[config.mk]
export PLATFORM = sky130hd
export DESIGN_NAME = windowed_run_rest_cycle_timer
export DESIGN_NICKNAME = d
export VERILOG_FILES = /design/src/wrct_pkg.sv /design/src/windowed_run_rest_cycle_timer.sv /design/src/wrct_skid.sv
export SDC_FILE = /design/constraint.sdc
export NUM_CORES = 1
export LEC_CHECK = 0
export ABC_AREA = 1
export BUFFER_PORTS_ARGS = -buffer_cell sky130_fd_sc_hd__buf_2
export CORE_UTILIZATION = 54
export CTS_BUF_LIST = sky130_fd_sc_hd__clkbuf_8
export DETAILED_ROUTE_END_ITERATION = 6
export MAX_ROUTING_LAYER = met4
export PLACE_DENSITY = 0.78
export SYNTH_ARGS = -nofsm -noshare
export SYNTH_HDL_FRONTEND = slang
export SYNTH_HIERARCHICAL = 1
export SYNTH_SLANG_ARGS = --single-unit
[constraint.sdc]
create_clock -name i_clk -period 7.75 [get_ports i_clk]
set_input_delay 0.775 -clock i_clk [delete_from_list [all_inputs] [get_ports i_clk]]
set_output_delay 0.775 -clock i_clk [all_outputs]
set_load 0.01 [all_outputs]
[src/wrct_pkg.sv]
package wrct_pkg;

    localparam int unsigned HOUR_W     = 5;
    localparam int unsigned MINUTE_W   = 6;
    localparam int unsigned CYCLE_W    = 7;
    localparam int unsigned TOTAL_H_W  = 16;
    localparam int unsigned CFG_IDX_W  = 3;
    localparam int unsigned CFG_DATA_W = 6;

    localparam int unsigned TICK_DIVIDE_DEF = 4;

    localparam logic [MINUTE_W-1:0] MINUTES_LAST = MINUTE_W'(59);
    localparam logic [CYCLE_W-1:0]  CYCLE_MAX    = CYCLE_W'(127);

    // register indexes of the configuration port
    localparam logic [CFG_IDX_W-1:0] CFG_START_HOUR   = CFG_IDX_W'(0);
    localparam logic [CFG_IDX_W-1:0] CFG_START_MINUTE = CFG_IDX_W'(1);
    localparam logic [CFG_IDX_W-1:0] CFG_END_HOUR     = CFG_IDX_W'(2);
    localparam logic [CFG_IDX_W-1:0] CFG_END_MINUTE   = CFG_IDX_W'(3);
    localparam logic [CFG_IDX_W-1:0] CFG_RUN_MINUTES  = CFG_IDX_W'(4);
    localparam logic [CFG_IDX_W-1:0] CFG_REST_MINUTES = CFG_IDX_W'(5);

    // reset values of the configuration registers
    localparam logic [HOUR_W-1:0]   RST_START_HOUR   = HOUR_W'(8);
    localparam logic [MINUTE_W-1:0] RST_START_MINUTE = MINUTE_W'(0);
    localparam logic [HOUR_W-1:0]   RST_END_HOUR     = HOUR_W'(20);
    localparam logic [MINUTE_W-1:0] RST_END_MINUTE   = MINUTE_W'(0);
    localparam logic [MINUTE_W-1:0] RST_RUN_MINUTES  = MINUTE_W'(2);
    localparam logic [MINUTE_W-1:0] RST_REST_MINUTES = MINUTE_W'(8);
    localparam logic [MINUTE_W-1:0] RST_LAST_MINUTE  = MINUTE_W'(63);

    typedef struct packed {
        logic [HOUR_W-1:0]   now_hour;
        logic [MINUTE_W-1:0] now_minute;
        logic                enabled;
    } t_in;

    typedef struct packed {
        logic                 motor_on;
        logic                 in_window;
        logic                 evaluated;
        logic [TOTAL_H_W-1:0] total_hours;
        logic [MINUTE_W-1:0]  total_minutes;
        logic                 hour_rolled;
    } t_out;

endpackage

[src/windowed_run_rest_cycle_timer.sv]
// channel  | direction | handshake                     | payload
// ---------+-----------+-------------------------------+---------------------------
// in       | input     | i_in_valid / o_in_stall       | i_in_data  (t_in)
// out      | output    | o_out_valid / i_out_stall     | o_out_data (t_out)
// cfg      | input     | i_cfg_valid / o_cfg_ready     | i_cfg_index, i_cfg_data
//
// one transaction per cycle while o_in_stall is low; each result is registered
// in the result register behind the tick logic, via the skid entry on a stall
// a two-entry output buffer (result register plus skid entry) lets input take
// one more transaction while the output is stalled; o_in_stall is registered
// synchronous active-low reset; configuration returns to its defaults
// configuration writes are always taken (o_cfg_ready tied high)
module windowed_run_rest_cycle_timer
    import wrct_pkg::*;
#(
    parameter int unsigned TICK_DIVIDE = TICK_DIVIDE_DEF
) (
    input  logic                  i_clk,
    input  logic                  i_rst_n,
    input  logic                  i_in_valid,
    output logic                  o_in_stall,
    input  t_in                   i_in_data,
    output logic                  o_out_valid,
    input  logic                  i_out_stall,
    output t_out                  o_out_data,
    input  logic                  i_cfg_valid,
    output logic                  o_cfg_ready,
    input  logic [CFG_IDX_W-1:0]  i_cfg_index,
    input  logic [CFG_DATA_W-1:0] i_cfg_data
);

    // prescaler width, at least one bit even when every tick acts
    localparam int unsigned PRE_W = (TICK_DIVIDE > 1) ? $clog2(TICK_DIVIDE) : 1;
    localparam logic [PRE_W:0] PRE_LIMIT = (PRE_W + 1)'(TICK_DIVIDE);

    // configuration registers
    logic [HOUR_W-1:0]   r_start_hour;
    logic [MINUTE_W-1:0] r_start_minute;
    logic [HOUR_W-1:0]   r_end_hour;
    logic [MINUTE_W-1:0] r_end_minute;
    logic [MINUTE_W-1:0] r_run_minutes;
    logic [MINUTE_W-1:0] r_rest_minutes;

    // tick state
    logic [PRE_W-1:0]     r_prescale, n_prescale;
    logic [CYCLE_W-1:0]   r_cycle, n_cycle;
    logic [MINUTE_W-1:0]  r_last_minute, n_last_minute;
    logic                 r_seen_valid, n_seen_valid;
    logic [TOTAL_H_W-1:0] r_hours, n_hours;
    logic [MINUTE_W-1:0]  r_minutes, n_minutes;
    logic                 r_motor, n_motor;
    logic                 r_last_en, n_last_en;

    logic                      in_accept;
    logic [PRE_W:0]            pre_inc;
    logic                      acted;
    logic                      rolled;
    logic                      in_win;
    logic [HOUR_W+MINUTE_W-1:0] now_time, start_time, end_time;
    logic [CYCLE_W-1:0]        run_ext;
    logic [CYCLE_W-1:0]        period;
    t_out                      result;

    assign o_cfg_ready = 1'b1;
    assign in_accept   = i_in_valid && !o_in_stall;

    // configuration writes; unknown indexes fall through
    always_ff @(posedge i_clk) begin
        if (!i_rst_n) begin
            r_start_hour   <= RST_START_HOUR;
            r_start_minute <= RST_START_MINUTE;
            r_end_hour     <= RST_END_HOUR;
            r_end_minute   <= RST_END_MINUTE;
            r_run_minutes  <= RST_RUN_MINUTES;
            r_rest_minutes <= RST_REST_MINUTES;
        end else if (i_cfg_valid && o_cfg_ready) begin
            case (i_cfg_index)
                CFG_START_HOUR:   r_start_hour   <= i_cfg_data[HOUR_W-1:0];
                CFG_START_MINUTE: r_start_minute <= i_cfg_data[MINUTE_W-1:0];
                CFG_END_HOUR:     r_end_hour     <= i_cfg_data[HOUR_W-1:0];
                CFG_END_MINUTE:   r_end_minute   <= i_cfg_data[MINUTE_W-1:0];
                CFG_RUN_MINUTES:  r_run_minutes  <= i_cfg_data[MINUTE_W-1:0];
                CFG_REST_MINUTES: r_rest_minutes <= i_cfg_data[MINUTE_W-1:0];
                default: begin
                end
            endcase
        end
    end

    // window check on packed {hour, minute}; stop before start wraps midnight
    assign now_time   = {i_in_data.now_hour, i_in_data.now_minute};
    assign start_time = {r_start_hour, r_start_minute};
    assign end_time   = {r_end_hour, r_end_minute};
    assign in_win     = (start_time <= end_time)
                      ? (now_time >= start_time && now_time <= end_time)
                      : (now_time >= start_time || now_time <= end_time);

    assign run_ext = {1'b0, r_run_minutes};
    assign period  = CYCLE_W'(r_run_minutes) + CYCLE_W'(r_rest_minutes);
    assign pre_inc = {1'b0, r_prescale} + (PRE_W + 1)'(1);
    assign acted   = (pre_inc >= PRE_LIMIT);

    always_comb begin
        n_prescale    = r_prescale;
        n_cycle       = r_cycle;
        n_last_minute = r_last_minute;
        n_seen_valid  = r_seen_valid;
        n_hours       = r_hours;
        n_minutes     = r_minutes;
        n_motor       = r_motor;
        n_last_en     = r_last_en;
        rolled        = 1'b0;

        // any enable edge restarts the cycle, falling edge stops the motor
        if (i_in_data.enabled != r_last_en) begin
            n_last_en = i_in_data.enabled;
            n_cycle   = '0;
            if (!i_in_data.enabled) begin
                n_motor = 1'b0;
            end
        end

        n_prescale = acted ? '0 : pre_inc[PRE_W-1:0];

        if (acted) begin
            if (!i_in_data.enabled) begin
                n_motor = 1'b0;
            end else if (in_win) begin
                if (!r_seen_valid) begin
                    // first in-window tick only records the minute
                    n_last_minute = i_in_data.now_minute;
                    n_seen_valid  = 1'b1;
                end else if (r_last_minute != i_in_data.now_minute) begin
                    n_last_minute = i_in_data.now_minute;
                    if (n_cycle != CYCLE_MAX) begin
                        n_cycle = n_cycle + CYCLE_W'(1);
                    end
                    // minute spent in run phase adds to the total
                    if (n_cycle < run_ext) begin
                        if (r_minutes < MINUTES_LAST) begin
                            n_minutes = r_minutes + MINUTE_W'(1);
                        end else begin
                            n_minutes = '0;
                            n_hours   = r_hours + TOTAL_H_W'(1);
                            rolled    = 1'b1;
                        end
                    end
                end
                if (n_cycle < run_ext) begin
                    n_motor = 1'b1;
                end else if (n_cycle < period) begin
                    n_motor = 1'b0;
                end else begin
                    n_cycle = '0;
                    n_motor = 1'b1;
                end
            end else begin
                n_motor = 1'b0;
            end
        end

        result.motor_on      = n_motor;
        result.in_window     = in_win;
        result.evaluated     = acted;
        result.total_hours   = n_hours;
        result.total_minutes = n_minutes;
        result.hour_rolled   = rolled;
    end

    always_ff @(posedge i_clk) begin
        if (!i_rst_n) begin
            r_prescale    <= '0;
            r_cycle       <= '0;
            r_last_minute <= RST_LAST_MINUTE;
            r_seen_valid  <= 1'b0;
            r_hours       <= '0;
            r_minutes     <= '0;
            r_motor       <= 1'b0;
            r_last_en     <= 1'b1;
        end else if (in_accept) begin
            r_prescale    <= n_prescale;
            r_cycle       <= n_cycle;
            r_last_minute <= n_last_minute;
            r_seen_valid  <= n_seen_valid;
            r_hours       <= n_hours;
            r_minutes     <= n_minutes;
            r_motor       <= n_motor;
            r_last_en     <= n_last_en;
        end
    end

    // result register with skid entry
    wrct_skid #(
        .WIDTH ($bits(t_out))
    ) u_out_buf (
        .i_clk   (i_clk),
        .i_rst_n (i_rst_n),
        .i_valid (i_in_valid),
        .i_data  (result),
        .o_stall (o_in_stall),
        .o_valid (o_out_valid),
        .o_data  (o_out_data),
        .i_stall (i_out_stall)
    );

    // an hour rollover always leaves the minute total at zero
    a_roll_clears_minutes: assert property (@(posedge i_clk) disable iff (!i_rst_n)
        (o_out_valid && o_out_data.hour_rolled) |-> (o_out_data.total_minutes == '0))
        else $error("hour rolled with nonzero minute total");

    // prescaler stays below its divide ratio
    a_prescale_range: assert property (@(posedge i_clk) disable iff (!i_rst_n)
        ({1'b0, r_prescale} < PRE_LIMIT))
        else $error("prescaler out of range");

    // a disabled transaction always leaves the motor off
    a_disabled_motor_off: assert property (@(posedge i_clk) disable iff (!i_rst_n)
        (in_accept && !i_in_data.enabled) |=> !r_motor)
        else $error("motor on after disabled transaction");

    // the minute record, once valid, stays valid until reset
    a_seen_sticky: assert property (@(posedge i_clk) disable iff (!i_rst_n)
        r_seen_valid |=> r_seen_valid)
        else $error("last-minute record lost its valid bit");

endmodule

[src/wrct_skid.sv]
module wrct_skid #(
    parameter int unsigned WIDTH = 8
) (
    input  logic             i_clk,
    input  logic             i_rst_n,
    input  logic             i_valid,
    input  logic [WIDTH-1:0] i_data,
    output logic             o_stall,
    output logic             o_valid,
    output logic [WIDTH-1:0] o_data,
    input  logic             i_stall
);

    logic             r_main_valid;
    logic [WIDTH-1:0] r_main;
    logic             r_skid_valid;
    logic [WIDTH-1:0] r_skid;
    logic             take_in;
    logic             main_free;

    assign o_stall   = r_skid_valid;
    assign take_in   = i_valid && !r_skid_valid;
    assign main_free = !r_main_valid || !i_stall;
    assign o_valid   = r_main_valid;
    assign o_data    = r_main;

    always_ff @(posedge i_clk) begin
        if (!i_rst_n) begin
            r_main_valid <= 1'b0;
            r_skid_valid <= 1'b0;
        end else if (main_free) begin
            r_main_valid <= r_skid_valid || take_in;
            r_skid_valid <= 1'b0;
        end else if (take_in) begin
            r_skid_valid <= 1'b1;
        end
    end

    always_ff @(posedge i_clk) begin
        if (main_free) begin
            r_main <= r_skid_valid ? r_skid : i_data;
        end else if (take_in) begin
            r_skid <= i_data;
        end
    end

    // skid entry only ever backs up a full main entry
    a_skid_needs_main: assert property (@(posedge i_clk) disable iff (!i_rst_n)
        r_skid_valid |-> r_main_valid)
        else $error("skid entry valid with main entry empty");

    // a held result with a new transaction arriving fills the skid entry
    a_skid_fill: assert property (@(posedge i_clk) disable iff (!i_rst_n)
        (r_main_valid && i_stall && take_in) |=> r_skid_valid)
        else $error("transaction dropped while output stalled");

    // the skid entry drains into main as soon as the output moves
    a_skid_drain: assert property (@(posedge i_clk) disable iff (!i_rst_n)
        (r_skid_valid && !i_stall) |=> (r_main_valid && !r_skid_valid))
        else $error("skid entry not drained");

endmodule

==> run metrics <==
status=completed; CTS Buf Count=17; Final Hold Fails=0; Hold Slack=481.5 ps; Final period util=46.47%; clock buffer depth=2; synth top area cells=edfxtp_1 21%, dfxtp_1 20%, nand2_1 11%, ha_1 9.8%, inv_1 8.3%; fraction of layout cells with a size suffix above 1=13.47%; final instance area=about 8100 sq um; Initial DRT Pass Iterations=5; pins over their slew limit=0; HPWL Detailed=11,270 um; Cells after DPL=between 1k and 1.5k; CTS tree=done; H-tree levels=4; CP Launch Type=input port; top_reg_cell synth=dfxtp_1; reg2reg setup slack=4200 ps; skew final=between 10 and 15 ps; Mapped Area=~7400 sq um; Hold Path Class=reg -> reg; Die W=between 100 and 150 um; RSZ-0062 raised after global routing=no; area added between synthesis and finish=9.606%; max frequency=approximately 280 MHz; Remaining Overflow, GRT=0; Die ar.=14,220 sq um; Initial Util=55.62%; Power Density=~180 nW/um^2; GPL Wtd Cong=between 0.9 and 1; Area after DPL=approximately 8000 sq um; Core ar.=13,350 sq um; synthesized area per cell=7.766 sq um; Synth top area share=21.03%; Synth Instances=956; type of the worst setup path=in -> reg; Post-Layout Cell Count=1,193; Via Count=6,137; # DRC=0; Ys Warns=6; synth cell count leaders=215 x nand2_1, 164 x inv_1, 87 x a21oi_1; hold path cells=2; # diodes=0; WP data arrival=3780 ps; Root Driver=clkbuf_8; largest net degree at the start of global routing=59; cells on worst reg2reg path=22; initial antenna violation count=0; ANT nets after route=0; Seq/Total Area, Yosys=41.52%; first-pass GRT wire length=25,840 um; Synth Net Count=around 1.0k; Total Routing Usage GR=23.66%; FP Rows=42; hold bufs inserted after CTS=0; Yosys top cell by area=edfxtp_1; 1st-iter DRT viols=327; io pins=55; LEAKAGE=just under 0.004 uW; final net count=1,089; Synth Register Bits=128; post-CTS setup buffers=0; post_cts resized=0; critical path endpoint category=register; asr flop ratio synth=0%; Layout Utilization=60.97%; Synth cell types=44; min Tclk post-route=around 3600 ps; Slew Limit Headroom=approximately a quarter; Reg clk slew, reported paths=80 ps; DR WL/cell=around 13 um; peak supply drop=roughly 0.00014 V; Post-synth EDFFs=52; post-DR vias/cell=5.144; vias in the first global route=5,486; CP Max Fanout=24; critical path required time=7930 ps; Worst Tran Pin Value=1109 ps; WL final=about 15,000 um; Sum Neg Setup Slack=0 ps; count leader, synth=nand2_1; Port Buffers=between 50 and 60; max_cap viols=0; Final Setup Violations=0; Skew-Pair Late Insertion Delay=440 ps; Die Y=119.3 um; CTS sink count=128
final timing paths:
| check | start | end |
|---|---|---|
| worst max-delay path | i_in_data[0] | u_out_buf/o_data[8]$_DFFE_PP_ |
| worst min-delay path | r_seen_valid$_SDFFE_PN0P_ | r_seen_valid$_SDFFE_PN0P_ |
| worst max register to register | r_last_en$_SDFFE_PN1P_ | u_out_buf/o_data[8]$_DFFE_PP_ |
| worst min register to register | r_seen_valid$_SDFFE_PN0P_ | r_seen_valid$_SDFFE_PN0P_ |
report_power, final:
| group | internal (uW) | switching, uW | total [uW] | leakage, uW |
|---|---|---|---|---|
| clock network | 256 | 281 | 538 | 0.000181 |
| logic | 73.4 | 133 | 206 | 0.00252 |
| registers | 741 | 18.4 | 760 | 0.00116 |
| total | 1070 | 433 | 1500 | 0.00386 |
flip-flops by register name, indices dropped and copies added, names as in the netlist, 6 cells and up:
name	count
r_minutes	6
u_out_buf/o_data	26
r_last_minute	6
r_hours	16
r_start_minute	6
r_cycle	7
r_run_minutes	6
r_rest_minutes	6
u_out_buf/r_skid	26
r_end_minute	6
critical path, cell delays in order:
cell and delay, ps:
buf_2 100, inv_1 60, nand2_2 120, nand3_2 130, nor2_4 180, nand2_4 80
nor2_4 90, inv_1 60, o21ai_0 240, inv_1 80, ha_1 290, a21oi_1 130
nor2_1 50, nor3_1 160, nand2_1 70, inv_1 110, nand3_2 110, nor2_4 400
nand2_1 200, nand2_1 140, nand2_1 80, inv_1 70, o21ai_2 50
stage by stage:
step,power [uW],setup WS (ps)
2_1_floorplan,916.8,4452
3_3_place_gp,974.7,3912
3_5_place_dp,980.4,3773
4_1_cts,1516,4217
5_1_grt,1580,3713
6_report,1504,4148
area by class of cell:
cell class	instances	area (sq um)
Tap cell	176	220.2
Multi-Input combinational cell	634	3546
Timing Repair Buffer	57	295.3
Fill cell	1211	5210
Clock inverter	15	135.1
Clock buffer	17	234.0
Sequential cell	128	3084
Inverter	166	623.1
layer usage:
metal  part of all wire [%]  wire length [um]  vias up  track usage (%)
li1                       -                 -     3237                -
met3                    4.3               653       24            4.981
met2                     44              6798      137            36.63
met4                    1.7               265        0            7.595
met5                      0                 0        -                -
met1                     50              7573     2739            30.88
cells in the final DEF (no fill, tap or decap), types with 6 or more instances in the layout:
| cell | n |
|---|---|
| nand3_1 | 47 |
| inv_6 | 6 |
| o21ai_1 | 9 |
| nand2_1 | 215 |
| edfxtp_1 | 52 |
| o21ai_2 | 25 |
| inv_1 | 165 |
| ha_1 | 58 |
| nor2_1 | 56 |
| buf_2 | 53 |
| dfxtp_1 | 75 |
| o21ai_0 | 70 |
| o211ai_1 | 10 |
| nand4_1 | 11 |
| a21oi_1 | 87 |
| clkbuf_8 | 17 |
cell families (layout without fill, tap and decap cells):
group	Yosys count	in the layout	synth area share, %
other	1	1	0.05051
adder cells (fa/ha/maj)	59	59	10.04
buffers and inverters	194	255	10.79
XOR/XNOR	3	3	0.3540
flip-flops	128	128	41.52
AND/OR/NAND/NOR	361	361	21.12
AO/OA/AOI/OAI	210	210	16.13
(Power assumes the default switching activity.)
